--- src/rtl/mrts_pkg.sv ---
package mrts_pkg;

   localparam int NUM_DIV        = 7;
   localparam int PERIOD_W       = 16;
   localparam int DIV_IDX_W      = 3;
   localparam int BLINK_CHANNELS = 8;
   localparam int BLINK_W        = 8;
   localparam int CLOCK_W        = 6;
   localparam int COUNT_W        = 32;
   localparam int EVENT_W        = 8;

   localparam logic [CLOCK_W-1:0] CLOCK_LAST = CLOCK_W'(59);

   // only the low BLINK_CHANNELS bits of the blink word are live
   localparam logic [BLINK_W-1:0] BLINK_MASK =
      (BLINK_CHANNELS >= BLINK_W) ? {BLINK_W{1'b1}}
                                  : BLINK_W'((1 << BLINK_CHANNELS) - 1);

   // divider / period register indexes
   typedef enum logic [DIV_IDX_W-1:0] {
      DIV_SECOND  = 3'd0,
      DIV_REPORT  = 3'd1,
      DIV_DISPLAY = 3'd2,
      DIV_BLINK   = 3'd3,
      DIV_ADC     = 3'd4,
      DIV_METER   = 3'd5,
      DIV_CHECK   = 3'd6
   } div_sel_type;

   localparam logic [PERIOD_W-1:0] PERIOD_RESET [NUM_DIV] = '{
      16'd1000, 16'd10000, 16'd3000, 16'd200, 16'd800, 16'd50, 16'd5000
   };

   // bit positions in event_strobes
   localparam int EV_SECOND  = 0;
   localparam int EV_MINUTE  = 1;
   localparam int EV_HOUR    = 2;
   localparam int EV_REPORT  = 3;
   localparam int EV_DISPLAY = 4;
   localparam int EV_ADC     = 5;
   localparam int EV_METER   = 6;
   localparam int EV_CHECK   = 7;

   typedef struct packed {
      logic second;
      logic report;
      logic display;
      logic blink;
      logic adc;
      logic meter;
      logic check;
   } tick_type;

   typedef struct packed {
      logic [EVENT_W-1:0] event_strobes;
      logic [CLOCK_W-1:0] seconds_now;
      logic [CLOCK_W-1:0] minutes_now;
      logic [BLINK_W-1:0] blink_bits;
      logic [COUNT_W-1:0] power_ticks;
      logic [COUNT_W-1:0] tx_ticks;
   } rsp_word_type;

endpackage

--- src/rtl/mrts_req_if.sv ---
interface mrts_req_if;
   import mrts_pkg::*;

   logic               valid;
   logic               ready;
   logic [BLINK_W-1:0] blink_modes;
   logic               power_count_enable;
   logic               tx_count_enable;

   modport source (output valid, output blink_modes, output power_count_enable,
                   output tx_count_enable, input ready);
   modport sink   (input valid, input blink_modes, input power_count_enable,
                   input tx_count_enable, output ready);
endinterface

--- src/rtl/mrts_rsp_if.sv ---
interface mrts_rsp_if;
   import mrts_pkg::*;

   logic               valid;
   logic               ready;
   logic [EVENT_W-1:0] event_strobes;
   logic [CLOCK_W-1:0] seconds_now;
   logic [CLOCK_W-1:0] minutes_now;
   logic [BLINK_W-1:0] blink_bits;
   logic [COUNT_W-1:0] power_ticks;
   logic [COUNT_W-1:0] tx_ticks;

   modport source (output valid, output event_strobes, output seconds_now,
                   output minutes_now, output blink_bits, output power_ticks,
                   output tx_ticks, input ready);
   modport sink   (input valid, input event_strobes, input seconds_now,
                   input minutes_now, input blink_bits, input power_ticks,
                   input tx_ticks, output ready);
endinterface

--- src/rtl/mrts_dividers.sv ---
module mrts_dividers (
   input  logic                             clock,
   input  logic                             reset,
   input  logic                             csr_we,
   input  logic [mrts_pkg::DIV_IDX_W-1:0]   csr_index,
   input  logic [mrts_pkg::PERIOD_W-1:0]    csr_wdata,
   input  logic                             advance,
   output mrts_pkg::tick_type               tick
);
   import mrts_pkg::*;

   logic [PERIOD_W-1:0] period_ff [NUM_DIV];
   logic [PERIOD_W-1:0] count_ff  [NUM_DIV];
   logic [PERIOD_W-1:0] count_in  [NUM_DIV];
   logic [PERIOD_W:0]   count_inc [NUM_DIV];
   logic [NUM_DIV-1:0]  hit;

   // strobe when count+1 reaches the period; a zero period behaves as one
   always_comb begin
      for (int k = 0; k < NUM_DIV; k++) begin
         count_inc[k] = (PERIOD_W+1)'(count_ff[k]) + (PERIOD_W+1)'(1);
         hit[k]       = (period_ff[k] == '0) ||
                        (count_inc[k] >= (PERIOD_W+1)'(period_ff[k]));
         count_in[k]  = hit[k] ? '0 : count_inc[k][PERIOD_W-1:0];
      end
   end

   always_ff @(posedge clock) begin
      if (reset) begin
         for (int k = 0; k < NUM_DIV; k++) begin
            period_ff[k] <= PERIOD_RESET[k];
            count_ff[k]  <= '0;
         end
      end else begin
         for (int k = 0; k < NUM_DIV; k++) begin
            if (csr_we && csr_index == DIV_IDX_W'(k)) begin
               period_ff[k] <= csr_wdata;
            end
            if (advance) begin
               count_ff[k] <= count_in[k];
            end
         end
      end
   end

   assign tick.second  = hit[DIV_SECOND];
   assign tick.report  = hit[DIV_REPORT];
   assign tick.display = hit[DIV_DISPLAY];
   assign tick.blink   = hit[DIV_BLINK];
   assign tick.adc     = hit[DIV_ADC];
   assign tick.meter   = hit[DIV_METER];
   assign tick.check   = hit[DIV_CHECK];

endmodule

--- src/rtl/mrts_timekeep.sv ---
module mrts_timekeep (
   input  logic                           clock,
   input  logic                           reset,
   input  logic                           advance,
   input  mrts_pkg::tick_type             tick,
   input  logic [mrts_pkg::BLINK_W-1:0]   blink_modes,
   input  logic                           power_count_enable,
   input  logic                           tx_count_enable,
   output mrts_pkg::rsp_word_type         result
);
   import mrts_pkg::*;

   logic [CLOCK_W-1:0] seconds_ff, seconds_in;
   logic [CLOCK_W-1:0] minutes_ff, minutes_in;
   logic [BLINK_W-1:0] blink_ff, blink_in;
   logic [COUNT_W-1:0] power_ff, power_in;
   logic [COUNT_W-1:0] tx_ff, tx_in;
   logic               sec_wrap, min_wrap;
   logic [EVENT_W-1:0] strobes;

   always_comb begin
      sec_wrap = tick.second && (seconds_ff >= CLOCK_LAST);
      min_wrap = sec_wrap && (minutes_ff >= CLOCK_LAST);

      if (!tick.second) seconds_in = seconds_ff;
      else if (sec_wrap) seconds_in = '0;
      else seconds_in = seconds_ff + CLOCK_W'(1);

      if (!sec_wrap) minutes_in = minutes_ff;
      else if (min_wrap) minutes_in = '0;
      else minutes_in = minutes_ff + CLOCK_W'(1);

      // set mode bit toggles, clear mode bit forces off
      blink_in = tick.blink ? (blink_modes & BLINK_MASK & ~blink_ff) : blink_ff;

      power_in = power_ff + COUNT_W'(power_count_enable);
      tx_in    = tx_ff + COUNT_W'(tx_count_enable);

      strobes             = '0;
      strobes[EV_SECOND]  = tick.second;
      strobes[EV_MINUTE]  = sec_wrap;
      strobes[EV_HOUR]    = min_wrap;
      strobes[EV_REPORT]  = tick.report;
      strobes[EV_DISPLAY] = tick.display;
      strobes[EV_ADC]     = tick.adc;
      strobes[EV_METER]   = tick.meter;
      strobes[EV_CHECK]   = tick.check;

      result.event_strobes = strobes;
      result.seconds_now   = seconds_in;
      result.minutes_now   = minutes_in;
      result.blink_bits    = blink_in;
      result.power_ticks   = power_in;
      result.tx_ticks      = tx_in;
   end

   always_ff @(posedge clock) begin
      if (reset) begin
         seconds_ff <= '0;
         minutes_ff <= '0;
         blink_ff   <= '0;
         power_ff   <= '0;
         tx_ff      <= '0;
      end else if (advance) begin
         seconds_ff <= seconds_in;
         minutes_ff <= minutes_in;
         blink_ff   <= blink_in;
         power_ff   <= power_in;
         tx_ff      <= tx_in;
      end
   end

endmodule

--- src/rtl/multi_rate_tick_scheduler_unit.sv ---
// channel | dir | handshake            | word
// req_if  | in  | valid/ready          | blink_modes, power_count_enable, tx_count_enable
// rsp_if  | out | valid/ready          | event_strobes, seconds/minutes, blink_bits, counters
// csr_*   | in  | csr_we, no wait      | csr_index selects a period, csr_wdata the value
//
// One tick word per cycle while req_if.ready is high; each result is registered.
// The dividers and clock update in one pass between the request and the output register.
// Reset (synchronous) restores the default periods and clears all counts and the clock.
// Output register plus one skid entry: req_if.ready only drops when both hold a word.
module multi_rate_tick_scheduler_unit (
   input  logic                           clock,
   input  logic                           reset,
   input  logic                           csr_we,
   input  logic [mrts_pkg::DIV_IDX_W-1:0] csr_index,
   input  logic [mrts_pkg::PERIOD_W-1:0]  csr_wdata,
   mrts_req_if.sink                       req_if,
   mrts_rsp_if.source                     rsp_if
);
   import mrts_pkg::*;

   tick_type     tick;
   rsp_word_type result;
   rsp_word_type out_ff, skid_ff;
   logic         out_valid_ff, out_valid_in;
   logic         skid_valid_ff, skid_valid_in;
   logic         accept, take;
   logic         load_out, load_skid, out_from_skid;

   assign req_if.ready = !skid_valid_ff;
   assign accept       = req_if.valid && !skid_valid_ff;
   assign take         = out_valid_ff && rsp_if.ready;

   mrts_dividers u_dividers (
      .clock     (clock),
      .reset     (reset),
      .csr_we    (csr_we),
      .csr_index (csr_index),
      .csr_wdata (csr_wdata),
      .advance   (accept),
      .tick      (tick)
   );

   mrts_timekeep u_timekeep (
      .clock              (clock),
      .reset              (reset),
      .advance            (accept),
      .tick               (tick),
      .blink_modes        (req_if.blink_modes),
      .power_count_enable (req_if.power_count_enable),
      .tx_count_enable    (req_if.tx_count_enable),
      .result             (result)
   );

   always_comb begin
      out_valid_in  = out_valid_ff;
      skid_valid_in = skid_valid_ff;
      load_out      = 1'b0;
      load_skid     = 1'b0;
      out_from_skid = 1'b0;
      if (take) begin
         if (skid_valid_ff) begin
            out_from_skid = 1'b1;
            load_out      = 1'b1;
            skid_valid_in = 1'b0;
         end else begin
            out_valid_in = accept;
            load_out     = accept;
         end
      end else if (!out_valid_ff) begin
         out_valid_in = accept;
         load_out     = accept;
      end else if (accept) begin
         load_skid     = 1'b1;
         skid_valid_in = 1'b1;
      end
   end

   always_ff @(posedge clock) begin
      if (reset) begin
         out_valid_ff  <= 1'b0;
         skid_valid_ff <= 1'b0;
      end else begin
         out_valid_ff  <= out_valid_in;
         skid_valid_ff <= skid_valid_in;
      end
   end

   always_ff @(posedge clock) begin
      if (load_out) begin
         out_ff <= out_from_skid ? skid_ff : result;
      end
      if (load_skid) begin
         skid_ff <= result;
      end
   end

   assign rsp_if.valid         = out_valid_ff;
   assign rsp_if.event_strobes = out_ff.event_strobes;
   assign rsp_if.seconds_now   = out_ff.seconds_now;
   assign rsp_if.minutes_now   = out_ff.minutes_now;
   assign rsp_if.blink_bits    = out_ff.blink_bits;
   assign rsp_if.power_ticks   = out_ff.power_ticks;
   assign rsp_if.tx_ticks      = out_ff.tx_ticks;

   // skid entry only fills behind a held output word
   a_skid_behind_out: assert property (@(posedge clock) disable iff (reset)
      skid_valid_ff |-> out_valid_ff)
      else $error("skid word without output word");

   a_minute_on_wrap: assert property (@(posedge clock) disable iff (reset)
      out_valid_ff && out_ff.event_strobes[EV_MINUTE] |->
         out_ff.event_strobes[EV_SECOND] && out_ff.seconds_now == '0)
      else $error("minute strobe without seconds wrap");

   a_hour_on_wrap: assert property (@(posedge clock) disable iff (reset)
      out_valid_ff && out_ff.event_strobes[EV_HOUR] |->
         out_ff.event_strobes[EV_MINUTE] && out_ff.minutes_now == '0)
      else $error("hour strobe without minutes wrap");

   a_word_loaded_on_accept: assert property (@(posedge clock) disable iff (reset)
      accept && !out_valid_ff |=> out_valid_ff)
      else $error("accepted word did not reach output register");

endmodule
--- src/flat_wrapper.sv ---
// flat-port wrapper written by rule: the top's interface ports become plain ports
module multi_rate_tick_scheduler_unit_flat import mrts_pkg::*;
  (clock, reset, csr_we, csr_index, csr_wdata, req_if_valid, req_if_blink_modes, req_if_power_count_enable, req_if_tx_count_enable, req_if_ready, rsp_if_valid, rsp_if_event_strobes, rsp_if_seconds_now, rsp_if_minutes_now, rsp_if_blink_bits, rsp_if_power_ticks, rsp_if_tx_ticks, rsp_if_ready);
  mrts_req_if req_if_i ();
  mrts_rsp_if rsp_if_i ();
  input  logic clock;
  input  logic reset;
  input  logic csr_we;
  input  logic [mrts_pkg::DIV_IDX_W-1:0] csr_index;
  input  logic [mrts_pkg::PERIOD_W-1:0] csr_wdata;
  input wire logic [$bits(req_if_i.valid)-1:0] req_if_valid;
  input wire logic [$bits(req_if_i.blink_modes)-1:0] req_if_blink_modes;
  input wire logic [$bits(req_if_i.power_count_enable)-1:0] req_if_power_count_enable;
  input wire logic [$bits(req_if_i.tx_count_enable)-1:0] req_if_tx_count_enable;
  output wire logic [$bits(req_if_i.ready)-1:0] req_if_ready;
  output wire logic [$bits(rsp_if_i.valid)-1:0] rsp_if_valid;
  output wire logic [$bits(rsp_if_i.event_strobes)-1:0] rsp_if_event_strobes;
  output wire logic [$bits(rsp_if_i.seconds_now)-1:0] rsp_if_seconds_now;
  output wire logic [$bits(rsp_if_i.minutes_now)-1:0] rsp_if_minutes_now;
  output wire logic [$bits(rsp_if_i.blink_bits)-1:0] rsp_if_blink_bits;
  output wire logic [$bits(rsp_if_i.power_ticks)-1:0] rsp_if_power_ticks;
  output wire logic [$bits(rsp_if_i.tx_ticks)-1:0] rsp_if_tx_ticks;
  input wire logic [$bits(rsp_if_i.ready)-1:0] rsp_if_ready;
  assign req_if_i.valid = req_if_valid;
  assign req_if_i.blink_modes = req_if_blink_modes;
  assign req_if_i.power_count_enable = req_if_power_count_enable;
  assign req_if_i.tx_count_enable = req_if_tx_count_enable;
  assign req_if_ready = req_if_i.ready;
  assign rsp_if_valid = rsp_if_i.valid;
  assign rsp_if_event_strobes = rsp_if_i.event_strobes;
  assign rsp_if_seconds_now = rsp_if_i.seconds_now;
  assign rsp_if_minutes_now = rsp_if_i.minutes_now;
  assign rsp_if_blink_bits = rsp_if_i.blink_bits;
  assign rsp_if_power_ticks = rsp_if_i.power_ticks;
  assign rsp_if_tx_ticks = rsp_if_i.tx_ticks;
  assign rsp_if_i.ready = rsp_if_ready;
  multi_rate_tick_scheduler_unit u_core (.clock(clock), .reset(reset), .csr_we(csr_we), .csr_index(csr_index), .csr_wdata(csr_wdata), .req_if(req_if_i), .rsp_if(rsp_if_i));
endmodule
--- config.mk ---
export PLATFORM = sky130hd
export DESIGN_NAME = multi_rate_tick_scheduler_unit_flat
export DESIGN_NICKNAME = d
export VERILOG_FILES = /design/src/rtl/mrts_pkg.sv /design/src/rtl/mrts_req_if.sv /design/src/rtl/mrts_rsp_if.sv /design/src/rtl/mrts_dividers.sv /design/src/rtl/mrts_timekeep.sv /design/src/rtl/multi_rate_tick_scheduler_unit.sv /design/src/flat_wrapper.sv
export SDC_FILE = /design/constraint.sdc
export NUM_CORES = 1
export LEC_CHECK = 0
export BUFFER_PORTS_ARGS = -buffer_cell sky130_fd_sc_hd__buf_2
export CELL_PAD_IN_SITES_DETAIL_PLACEMENT = 0
export CELL_PAD_IN_SITES_GLOBAL_PLACEMENT = 1
export CORE_MARGIN = 4
export CORE_UTILIZATION = 30
export CTS_CLUSTER_DIAMETER = 40
export CTS_CLUSTER_SIZE = 12
export DETAILED_ROUTE_END_ITERATION = 16
export PLACE_DENSITY = 0.53
export RECOVER_POWER = 25
export SYNTH_ARGS = -nofsm -noshare
export SYNTH_HDL_FRONTEND = slang
export SYNTH_SLANG_ARGS = --single-unit
--- constraint.sdc ---
create_clock -name clock -period 12.68 [get_ports clock]
set_input_delay 2.536 -clock clock [delete_from_list [all_inputs] [get_ports clock]]
set_output_delay 2.536 -clock clock [all_outputs]
set_load 0.005 [all_outputs]
After elaboration in Yosys (flattened, before gate mapping):

Memories as Yosys holds them, arrays and structs flattened.
Index checks and enable logic that the tools add are counted.

* logic and storage cells: 156
* memory bits (read-only): 0
* output and inout port bits: 94
* bits of input ports: 34
* memories: 2
* register bits: 270
* bits in latches: 0
* RAM bits: 224

Memories
* u_core.u_dividers.count_ff: words 7, width 16, read ports 7, clocked after memory_dff 0, write ports 7, RTL line mrts_dividers.sv:13 `logic [PERIOD_W-1:0] count_ff [NUM_DIV];`
* u_core.u_dividers.period_ff: words 7, width 16, read ports 7, clocked after memory_dff 0, write ports 7, RTL line mrts_dividers.sv:12 `logic [PERIOD_W-1:0] period_ff [NUM_DIV];`

* order comparisons: 9
* div/mod/pow operators: 0
* multipliers: 0
* shifts and indexed selects: 0
* bitwise logic cells: 16
* reductions and logical operators: 29
* add/sub/neg operators: 11
* equality and inequality tests: 7
* muxes and demuxes: 63

Operator list (count)
* $mux 16: 21
* $add 16x1->17 const B: 7
* $ge 17x16->1: 7
* $logic_not 16->1: 7
* $mux 92: 1
* $add 32x1->32: 2
* $mux 1: 36
* $mux 6: 4
* $or 1x1->1: 14
* $add 6x1->6 const B: 2
* $ge 6x6->1 const B: 2
* $logic_and 1x1->1: 11
* $eq 3x3->1 const B: 3
* $and 8x8->8: 1
* $mux 8: 1
* $not 8->8: 1
* $logic_or 1x1->1: 7
* $eq 3x2->1 const B: 2
* $eq 3x1->1 const B: 1
* $logic_not 3->1: 1
* $ne 2x2->1 const B: 1
* $reduce_and 2->1: 1
* $reduce_or 2->1: 1
* $logic_not 1->1: 1

Depth between registers and ports, before layout:

Gate-level depths: netlist of run 1.

* word-level depth: 8
* gate-level depth with buffers: 15
* mapped depth without buffers: 14

Hierarchy:

From an unflattened synthesis of run 1, not the netlist that was laid out.

* cell total of the unflattened synthesis: 2278
* area, all modules: 25829.8 sq um

Modules (own cells, without submodules)
* mrts_dividers: instances 1, area each 13650.6 sq um, cells each 1325, sequential area each 6726.5 sq um
* multi_rate_tick_scheduler_unit: instances 1, area each 7068.0 sq um, cells each 301, sequential area each 5565.3 sq um
* mrts_timekeep: instances 1, area each 5111.2 sq um, cells each 652, sequential area each 1681.6 sq um

Worst setup path before layout of run 1:

No wires, ideal clock.

* path kind: input to register
* start: input req_if_valid
* end: register u_core.out_ff, in the netlist u_core.rsp_if.blink_bits[0] (enable)
* path buffers: 2
* stages on the path: 5
* arrival: 7793 ps
* library setup time: 573 ps
* slack: 4314 ps
* data required time: 12107 ps
* cell sequence: nor2b_1 -> clkbuf_1 -> buf_1 -> a21oi_1 -> a21oi_1

* word-level cells in the longest chain between the ends: 3
* elaborated cells on any way between the ends: 4
* those cells by class: mux (3); reduce/logical (1)

RTL lines
* start: declaration: RTL line flat_wrapper.sv:11 `input wire logic [$bits(req_if_i.valid)-1:0] req_if_valid;`
* $logic_and 1x1->1 (*): RTL line multi_rate_tick_scheduler_unit.sv:30 `assign accept = req_if.valid && !skid_valid_ff;`
* $mux 1 (on tied branches): RTL line multi_rate_tick_scheduler_unit.sv:69, multi_rate_tick_scheduler_unit.sv:61
* $mux 1 (*): RTL line multi_rate_tick_scheduler_unit.sv:60 `if (take) begin`
* named net u_core.load_out: RTL line multi_rate_tick_scheduler_unit.sv:27 `logic load_out, load_skid, out_from_skid;`
* end signal: assignment: RTL line multi_rate_tick_scheduler_unit.sv:90 `out_ff <= out_from_skid ? skid_ff : result;`
* end: declaration: RTL line multi_rate_tick_scheduler_unit.sv:23 `rsp_word_type out_ff, skid_ff;`

Mark *: on every way through the listed nets, which the timed path passes. The rest lies on a longest branch.
A chain may end at the register's enable or synchronous reset.

Worst setup path after layout of run 1:

* start: input reset
* end: register u_core.u_timekeep.power_ff[24]

RTL lines
* start: declaration: RTL line flat_wrapper.sv:7 `input logic reset;`
* end signal: assignment: RTL line mrts_timekeep.sv:68 `power_ff <= power_in;`
* end: declaration: RTL line mrts_timekeep.sv:16 `logic [COUNT_W-1:0] power_ff, power_in;`

No word-level cell between the ends.

==> results.ini, run 1 <==
[run_status]
status = finished, violations left
violations = max-capacitance violations, max-slew violations

[sta]
worst_slack_ns = 6.18
finalSetupTns_ns = 0
fin_crit_ns = 6.50
setup_viol = 0
fin_crit_sh = 0.512
maxSlewHeadroom = -1.66
finalClockSkew_ns = 0.0491
rsz0062_at_grt = false
maxSlewViolCount = 183
fmax_ghz = 0.154
worstMarginPinSlew_ns = 3.99
hold_violations = 0

[clocking]
post-cts-setup-buffers = 0
root_buffer = clkbuf_16
clk_latency_ns = 0.66
h-tree-depth = 3
clock-sinks = 494
cts_tree = built
cts_buffers = 98
cts.clk_slew.worst_paths_ns = 0.05
cts-resized-gates = 0
hold_buffers = 0
cts_buffer_depth = 3

[pwr]
p_per_area_nw_per_um2 = 168
power_w = 0.00503
p_leak_nw = 12.0
ir_worst_vdd_uv = 107

[synth]
synth_edf_count = 408
syn_area_per_cell_sq_um = 11.0
synthSimpleGateAreaFrac = 0.186
synth_compound_area_frac = 0.0546
synth-seq-area-share = 0.566
netlist_area_sq_um = 24700
synth_ff_type = edfxtp_1
synth_top_family_by_area = simple AND/OR/NAND/NOR gates
synth.top_cell.area_share = 0.497
yosys.area.top_type = edfxtp_1
synthMuxAreaShare = 0.0248
synth_cell_types = 59
synth-async-reset-ratio = 0
synth_fa_ha_area_frac = 0.0634
netlist_instances = 2238
synth_seq_cells = 494
synth_xor_area_frac = 0.0706
synthTopCellsByArea = edfxtp_1, dfxtp_1, ha_1, nor2_1, xor2_1
synth_warnings = 0
syn-num-nets = 2397

[critical_path]
startpoint_type = input port
arrival_ns = 6.87
worst_path_most_repeated_cell = clkbuf_1
path_buf_inv = 2
crit_family = buffers and inverters
max_stage_delay_ns = 2.88
cp.required_ns = 13.05
path_cells = clkbuf_1 > clkbuf_1 > nor2_1
end_kind = flop
path_max_fanout = 79
crit_type = input port to flop
r2r_setup_slack_ns = 8.06
critPathSlowestCell = clkbuf_1

[worst_hold_path]
hold_class = flop to flop

[route]
wirelength_um = 63700
vias_per_cell = 4.80
drtIter0Drc = 947
vias = 16994
wl_per_cell_um = 18.0
drtAntennaViolNets = 0
drtPass1Iterations = 7
drc = 0

[place]
hpwlAfterDp_um = 43200
gp_congestion = 0.794
port_buffers = 127
dpl_cell_area_sq_um = 26500
pre_cts_slack_ns = 7.30

[global_routing]
gr-usage-all-layers = 0.145
grt.overflow.total = 0
antenna_found_initial = 2
grt_pass1_wl_um = 100000
grt_max_degree = 80
first_global_vias = 17383

[floorplan]
core-area_sq_um = 81100
die_h_um = 295
initial_core_util = 0.304
rows = 104
die_area_sq_um = 86900
die_w_um = 295
io_pins = 128

[finish]
drive_gt1_frac = 0.149
fill_cells = 7949
fin_nets = 2557
num_antenna_cells = 0
final_design_area_no_fill_sq_um = 30000
syn_to_final_growth_pct = 21.7

[flow_run]
max-cap-violations = 4

==> worst paths after layout <==
path / from / endpoint / cells after the start
setup / recovery: reset / u_core.u_timekeep.power_ff[24]$_SDFFE_PP0P_ / 3
hold / removal: u_core.u_timekeep.power_ff[0]$_SDFFE_PP0P_ / u_core.u_timekeep.power_ff[0]$_SDFFE_PP0P_ / 2
setup reg to reg: u_core.u_dividers.count_ff[2][0]$_SDFFCE_PP0P_ / u_core.u_dividers.count_ff[2][9]$_SDFFCE_PP0P_ / 12
hold reg to reg: u_core.u_timekeep.power_ff[0]$_SDFFE_PP0P_ / u_core.u_timekeep.power_ff[0]$_SDFFE_PP0P_ / 2
==> report_power, final <==
part / total [W] / internal [W] / switching, W / leakage, nW
clock: 0.00277 / 0.00184 / 0.000929 / 1.70
sequential: 0.00192 / 0.00186 / 0.0000620 / 4.72
combinational: 0.000340 / 0.000126 / 0.000215 / 5.61
total: 0.00503 / 0.00383 / 0.00121 / 12.0
==> Yosys cell counts (9+ instances only) <==
cell type	instances
o21a_1	11
nor3_1	36
clkbuf_1	70
nand2_1	155
a21oi_1	68
nand4_1	47
a21o_1	22
nor2_1	285
a31oi_1	16
dfxtp_1	86
nand3_1	98
nor2b_1	92
or3_1	36
and2_1	18
and3_1	77
a211oi_1	9
inv_1	143
o21ai_0	58
nor4_1	33
edfxtp_1	408
xnor2_1	98
ha_1	125
or2_2	9
xor2_1	101
mux2_2	53
==> metal layers <==
metal / routed length [um] / vias up / track usage
met5: 9 / - / 0
met4: 1500 / 2 / 0.0412
met3: 2690 / 108 / 0.0300
met2: 29400 / 308 / 0.235
met1: 30200 / 8264 / 0.199
li1: - / 8312 / -
==> final cells by class <==
cell class | count | area (sq um) | area share
Clock inverter | 64 | 961 | 0.0320
Multi-Input combinational cell | 1520 | 9900 | 0.329
Clock buffer | 120 | 2640 | 0.0878
Inverter | 144 | 541 | 0.0180
Tap cell | 1060 | 1330 | 0.0441
Timing Repair Buffer | 140 | 707 | 0.0235
Sequential cell | 494 | 14000 | 0.465
==> flip-flops by register name, indices dropped and copies added (netlist names) <==
| name | cells |
|---|---|
| u_core.rsp_if.event_strobes | 8 |
| u_core.rsp_if.power_ticks | 32 |
| u_core.u_dividers.count_ff | 112 |
| u_core.skid_valid_ff | 1 |
| u_core.rsp_if.seconds_now | 6 |
| u_core.rsp_if.tx_ticks | 32 |
| u_core.u_timekeep.seconds_ff | 6 |
| u_core.u_timekeep.blink_ff | 8 |
| u_core.u_dividers.period_ff | 112 |
| u_core.u_timekeep.minutes_ff | 6 |
| u_core.rsp_if.blink_bits | 8 |
| u_core.u_timekeep.power_ff | 32 |
| u_core.u_timekeep.tx_ff | 32 |
| u_core.skid_ff | 92 |
| u_core.rsp_if.valid | 1 |
| u_core.rsp_if.minutes_now | 6 |
==> cell families (layout without fill, tap and decap cells) <==
kind of cell | Yosys count | count (layout)
xor gates and xnor gates | 199 | 199
buffers and inverters | 224 | 468
and+or+nand+nor | 921 | 921
DFF | 494 | 494
muxes | 54 | 54
adders and majority gates | 125 | 125
AOI/OAI and AO/OA | 221 | 221
==> cells in the final DEF (no fill, tap or decap), drive strengths merged, types with 8 or more instances in the layout <==
cell type and count:
a211oi 9, a21o 22, a21oi 68, a31oi 16, and2 18, and3 77
and4 8, buf 129, bufinv 17, clkbuf 131, clkinv 29, clkinvlp 12
dfxtp 86, edfxtp 408, ha 125, inv 150, mux2 54, nand2 156
nand3 101, nand4 47, nor2 286, nor2b 92, nor3 37, nor4 35
o21a 11, o21ai 60, or2 10, or3 36, xnor2 98, xor2 101
==> worst register-to-register path: cells and delay by family (launching register included) <==
kind	cells	cell delay [ns]
adders and majority gates	2	0.63
DFF	1	0.53
and+or+nand+nor	6	2.08
AOI/OAI and AO/OA	3	0.98
xor gates and xnor gates	1	0.24
==> through the flow <==
step / util / std cells / hold WS, ns
final: 0.371 / 3542 / 0.467
after global routing: 0.371 / 3542 / 0.493
after CTS: 0.371 / 3542 / 0.470
after detailed placement: 0.327 / 3358 / 0.460
after global placement: 0.327 / 3358 / 0.446
after floorplan: - / 2238 / 0.440
Power figures use the tool's default switching activity.
==> run 2, diff against run 1 <==
==> constraint.sdc (replaced) <==
create_clock -name clock -period 6.45 [get_ports clock]
set_input_delay 1.29 -clock clock [delete_from_list [all_inputs] [get_ports clock]]
set_output_delay 1.29 -clock clock [all_outputs]
set_load 0.005 [all_outputs]
==> run 2 against run 1 <==
Against the previous run:
- the flow still finishes with violations (max-capacitance violations, max-slew violations)
- cell count grew 0.34%
- clock power grew 88%
- sequential power grew 97%
- combinational power grew 97%
- cell area shrank 0.32%
- largest cell class unchanged
- largest power group unchanged
- highest routed layer unchanged
==> results.ini, run 2 (same netlist as run 1, synthesis figures left out) <==
[run_status]
status = finished, violations left
violations = max-capacitance violations, max-slew violations

[global_routing]
grt.overflow.total = 0
grt_max_degree = 88
first_global_vias = 17780
antenna_found_initial = 3
gr-usage-all-layers = 0.146
grt_pass1_wl_um = 99900

[sta]
maxSlewHeadroom = -1.49
fin_crit_ns = 4.79
hold_violations = 0
fin_crit_sh = 0.742
rsz0062_at_grt = false
setup_viol = 0
maxSlewViolCount = 179
worstMarginPinSlew_ns = 3.74
finalClockSkew_ns = 0.0421
fmax_ghz = 0.209
fin_worst_hold_slack_ns = 0.479
finalSetupTns_ns = 0

[finish]
final_design_area_no_fill_sq_um = 29900
final_cell_mix = edfxtp_1, nor2_1, nand2_1
drive_gt1_frac = 0.155
syn_to_final_growth_pct = 21.4
fin_cells = 3554
top_regs = u_core.u_dividers.count_ff: 112 flops, u_core.u_dividers.period_ff: 112 flops, u_core.skid_ff: 92 flops
fin_nets = 2562
utilization = 0.369
final_common_cell = edfxtp_1

[clocking]
cts_tree = built
root_buffer = clkbuf_16
cts_buffer_depth = 3
cts-resized-gates = 0
h-tree-depth = 3
clk_latency_ns = 0.65
post-cts-setup-buffers = 0
cts.clk_slew.worst_paths_ns = 0.05
cts_buffers = 101
clock-sinks = 494
hold_buffers = 0

[route]
wirelength_um = 63800
vias = 17099
drtAntennaViolNets = 0
wl_per_cell_um = 17.9
drtPass1Iterations = 5
vias_per_cell = 4.81
drtIter0Drc = 1024
drc = 0

[place]
gp_congestion = 0.793
port_buffers = 127
dp.cells = 3360
dpl_cell_area_sq_um = 26500
hpwlAfterDp_um = 42400

[floorplan]
die_w_um = 295
initial_core_util = 0.304
rows = 104
die_area_sq_um = 86900
core-area_sq_um = 81100
io_pins = 128
die_h_um = 295

[critical_path]
arrival_ns = 5.07
critPathSlowestCell = and3_1
crit_family = simple AND/OR/NAND/NOR gates
critPathLaunch = rsp_if_ready
path_buf_inv = 3
max_stage_delay_ns = 2.72
crit_type = input port to flop
startpoint_type = input port
path_max_fanout = 65
cp.required_ns = 6.73
path_cells = clkbuf_1 > inv_1 > and3_1 > buf_4
reg2reg_from = u_core.rsp_if.valid$_SDFFE_PP0N_
end_kind = flop

[pwr]
p_per_area_nw_per_um2 = 323
p_leak_nw = 12.0
pwr-share-clk = 0.540
seqPwrFrac = 0.391
ir_worst_vdd_uv = 212
power_switching_w = 0.00239
intPower_w = 0.00728
pwr-share-comb = 0.069
p_sw_frac = 0.247

[worst_hold_path]
hold_class = flop to flop
min_from = u_core.u_timekeep.power_ff[0]$_SDFFE_PP0P_

[flow_run]
max-cap-violations = 3

run 2: path summary, 6_finish.rpt:
kind	to	slack, ns	depth (start not counted)
setup / recovery	u_core.skid_ff[64]$_DFFE_PP_	1.66	4
hold / removal	u_core.u_timekeep.power_ff[0]$_SDFFE_PP0P_	0.48	2
setup reg to reg	u_core.skid_ff[64]$_DFFE_PP_	2.02	2
hold reg to reg	u_core.u_timekeep.power_ff[0]$_SDFFE_PP0P_	0.48	2
run 2: final cells by class:
class / instances / area [sq um]
fillers: 8104 / 51100
inverters: 144 / 541
clock buffers: 115 / 2630
clock inverters: 76 / 840
well taps: 1060 / 1330
repair buffers: 142 / 732
multi-input cells: 1520 / 9900
diodes: 3 / 7.51
flip-flops and latches: 494 / 14000
run 2: power by group through the flow:
stage | Combinational [W] | Sequential (W) | Clock (W)
3_3_place_gp | 0.000671 | 0.00384 | 0
3_5_place_dp | 0.000684 | 0.00384 | 0
6_report | 0.000669 | 0.00378 | 0.00522
4_1_cts | 0.000688 | 0.00378 | 0.00536
5_1_grt | 0.000765 | 0.00380 | 0.00551
2_1_floorplan | 0.000429 | 0.00381 | 0
run 2: stage by stage:
step	worst slack, ns	total power (W)
finish	1.66	0.00967
CTS	2.48	0.00983
detailed placement	2.50	0.00452
floorplan	1.40	0.00424
global placement	2.57	0.00451
global route	1.31	0.0101
run 2: routing by layer:
metal	track usage	share of wire	up-vias	wire (um)
met1	0.196	0.47	8350	30000
li1	-	-	8315	-
met3	0.0276	0.044	110	2820
met2	0.237	0.46	320	29300
met5	0	0.00042	-	27
met4	0.0480	0.025	4	1630
run 2: worst min-delay path, delay by kind of cell (launching register included):
kind / cells / cell delay (ns)
DFF: 1 / 0.31
and+or+nand+nor: 1 / 0.06
AOI/OAI and AO/OA: 1 / 0.06
==> run 3, diff against run 2 <==
--- a/config.mk
+++ b/config.mk
@@ -5,6 +5,7 @@
 export SDC_FILE = /design/constraint.sdc
 export NUM_CORES = 1
 export LEC_CHECK = 0
+export ABC_AREA = 1
 export BUFFER_PORTS_ARGS = -buffer_cell sky130_fd_sc_hd__buf_2
 export CELL_PAD_IN_SITES_DETAIL_PLACEMENT = 0
 export CELL_PAD_IN_SITES_GLOBAL_PLACEMENT = 1
@@ -13,7 +14,7 @@
 export CTS_CLUSTER_DIAMETER = 40
 export CTS_CLUSTER_SIZE = 12
 export DETAILED_ROUTE_END_ITERATION = 16
-export PLACE_DENSITY = 0.53
+export PLACE_DENSITY = 0.54
 export RECOVER_POWER = 25
 export SYNTH_ARGS = -nofsm -noshare
 export SYNTH_HDL_FRONTEND = slang
==> constraint.sdc (replaced) <==
create_clock -name clock -period 4.6 [get_ports clock]
set_input_delay 0.92 -clock clock [delete_from_list [all_inputs] [get_ports clock]]
set_output_delay 0.92 -clock clock [all_outputs]
set_load 0.005 [all_outputs]
==> run 3 against run 2 <==
Against the previous run:
- the flow still finishes with violations (max-capacitance violations, max-slew violations)
- worst hold slack got worse by 0.028 ns
- via count is 7.9% higher
- sequential share of layout area shrank 1.8 points
- first-iteration DRC count down 23%
- highest routed layer is now met4
==> results.ini, run 3 <==
[run_status]
status = finished, violations left
violations = max-capacitance violations, max-slew violations

[worst_hold_path]
min_from = u_core.u_timekeep.blink_ff[6]$_SDFFE_PP0P_
min_to = u_core.u_timekeep.blink_ff[6]$_SDFFE_PP0P_
min_path_cells = 2
hold_class = flop to flop

[place]
hpwlAfterDp_um = 44600
port_buffers = 127
pre_cts_slack_ns = 1.04
gp_congestion = 0.797
dp.cells = 3965

[pwr]
ir_worst_vdd_uv = 280
power_w = 0.0141
pwr-share-comb = 0.075
p_leak_nw = 13.5
seqPwrFrac = 0.376
pwr-share-clk = 0.549
p_per_area_nw_per_um2 = 452
p_sw_frac = 0.245
power_switching_w = 0.00345
intPower_w = 0.0106

[critical_path]
path_cells = clkbuf_1 > nor2_1 > clkinvlp_4 > buf_4 > o22ai_1
cp.required_ns = 5.17
critPathSlowestCell = clkinvlp_4
critPathLaunch = reset
arrival_ns = 4.17
reg2reg_from = u_core.skid_valid_ff$_SDFFE_PP0P_
crit_type = input port to flop
end_kind = flop
r2r_setup_slack_ns = 1.05
reg2reg_depth = 4
max_stage_delay_ns = 1.19
r2r-end = u_core.skid_ff[85]$_DFFE_PP_
path_max_fanout = 62
startpoint_type = input port

[clocking]
root_buffer = clkbuf_16
clock-sinks = 494
clk_latency_ns = 0.67
cts-resized-gates = 0
cts_buffer_depth = 3
h-tree-depth = 3
hold_buffers = 0
cts.clk_slew.worst_paths_ns = 0.05
post-cts-setup-buffers = 0
cts_tree = built
cts_buffers = 103

[finish]
final_common_cell = nand2_1
num_antenna_cells = 0
fin_cells = 4160
drive_gt1_frac = 0.131
final_cell_mix = nand2_1, inv_1, edfxtp_1
syn_to_final_growth_pct = 21.6
fin_nets = 3095
top_regs = u_core.u_dividers.count_ff: 112 flops, u_core.u_dividers.period_ff: 112 flops, u_core.skid_ff: 92 flops
fill_cells = 8560

[global_routing]
grt_max_degree = 99
antenna_found_initial = 0
first_global_vias = 18943
gr-usage-all-layers = 0.140
grt.overflow.total = 0
grt_pass1_wl_um = 102000

[sta]
finalClockSkew_ns = 0.0587
fin_worst_hold_slack_ns = 0.451
rsz0062_at_grt = false
fin_crit_sh = 0.782
maxSlewHeadroom = -1.06
hold_violations = 0
worst_slack_ns = 1.00
maxSlewViolCount = 141
fin_crit_ns = 3.60
finalSetupTns_ns = 0
worstMarginPinSlew_ns = 3.09
setup_viol = 0
fmax_ghz = 0.278

[floorplan]
core-area_sq_um = 84100
rows = 106
initial_core_util = 0.304
die_w_um = 300
die_h_um = 300
die_area_sq_um = 90000
io_pins = 128

[synth]
yosys.area.top_type = edfxtp_1
synth_most_common_cell = nand2_1
synth_seq_cells = 494
synth.top_cell.area_share = 0.479
synth_edf_count = 408
synth_cell_types = 57
syn-num-nets = 2902
netlist_area_sq_um = 25600
synth_ff_type = edfxtp_1
syn_area_per_cell_sq_um = 9.33
synthTopCellsByArea = edfxtp_1, nand2_1, inv_1, dfxtp_1, ha_1
synth-async-reset-ratio = 0
ys_top_cells_by_count = nand2_1, inv_1, edfxtp_1, nor2_1, ha_1
netlist_instances = 2743
synth-seq-area-share = 0.546
synth_warnings = 0

[route]
wirelength_um = 63400
drtAntennaViolNets = 0
drtPass1Iterations = 6
vias_per_cell = 4.43
drtIter0Drc = 793
drc = 0
wl_per_cell_um = 15.2
vias = 18445

[flow_run]
max-cap-violations = 4

## run 3: cell types whose count changed after synthesis, sizes merged, moves of 21 or more
| cell | change |
|---|---|
| mux2 | -54 |
| nand2 | +453 |
| or3 | -36 |
| nor2 | +66 |
| inv | +354 |
| xor2 | +21 |
| and3 | -71 |
| nor2b | -92 |
| a21oi | -27 |
| o21ai | +36 |
| xnor2 | -87 |
| nand4 | +23 |
| o22ai | +28 |
| clkbuf | -34 |
## run 3: per-layer routing
metal  wire, um  track usage  vias to the layer above
li1           -            -                     9385
met1      28400        0.176                     8634
met2      31000        0.248                      322
met3       2520       0.0248                      104
met4       1470       0.0421                        0
met5          0            0                        -
## run 3: logic make-up (layout without fill, tap and decap cells)
kind of cell	after synthesis	in the layout	share of synthesized area
buffers and inverters	553	836	0.0838
XOR/XNOR	133	133	0.0458
AND/OR/NAND/NOR	1239	1239	0.219
flip-flops	494	494	0.546
AO/OA/AOI/OAI	199	199	0.0441
adder cells (fa/ha/maj)	125	125	0.0611
## run 3: cell type report
class / instances / area [sq um] / area share
clock inverter: 77 / 996 / 0.0320
sequential: 494 / 14000 / 0.449
inverter: 500 / 1880 / 0.0604
timing repair buffer: 141 / 753 / 0.0242
clock buffer: 118 / 2690 / 0.0863
tap: 1134 / 1420 / 0.0456
multi-input combinational: 1696 / 9420 / 0.303
## run 3: critical path, delay by kind of cell
| kind | cells | cell delay (ns) |
|---|---|---|
| buffers and inverters | 3 | 2.48 |
| and+or+nand+nor | 1 | 0.44 |
| AOI/OAI and AO/OA | 1 | 0.25 |
## run 3: worst max-delay path by stage
stage                                                             end  slack, ns  cells past startpoint
after global placement         u_core.rsp_if.minutes_now[2]$_DFFE_PP_       1.12                     21
final                     u_core.u_timekeep.power_ff[15]$_SDFFE_PP0P_       1.00                      5
after detailed placement       u_core.rsp_if.minutes_now[4]$_DFFE_PP_       1.04                     21
after floorplan                 u_core.rsp_if.blink_bits[0]$_DFFE_PP_       0.56                      4
after CTS                      u_core.rsp_if.minutes_now[4]$_DFFE_PP_       1.06                     21
after global routing           u_core.rsp_if.minutes_now[4]$_DFFE_PP_       0.55                     21
## run 3: power groups by stage
stage               registers, W  logic (W)  clock network, W
floorplan                0.00533   0.000712                 0
detailed placement       0.00537    0.00108                 0
CTS                      0.00529    0.00109           0.00791
global route             0.00531    0.00122           0.00816
finish                   0.00529    0.00106           0.00772
global placement         0.00537    0.00106                 0
## run 3: through the flow
stage,util,cell area [sq um]
final,0.370,31100
after global routing,0.370,31100
after floorplan,-,25600
after global placement,0.328,27500
after detailed placement,0.328,27500
after CTS,0.371,31200
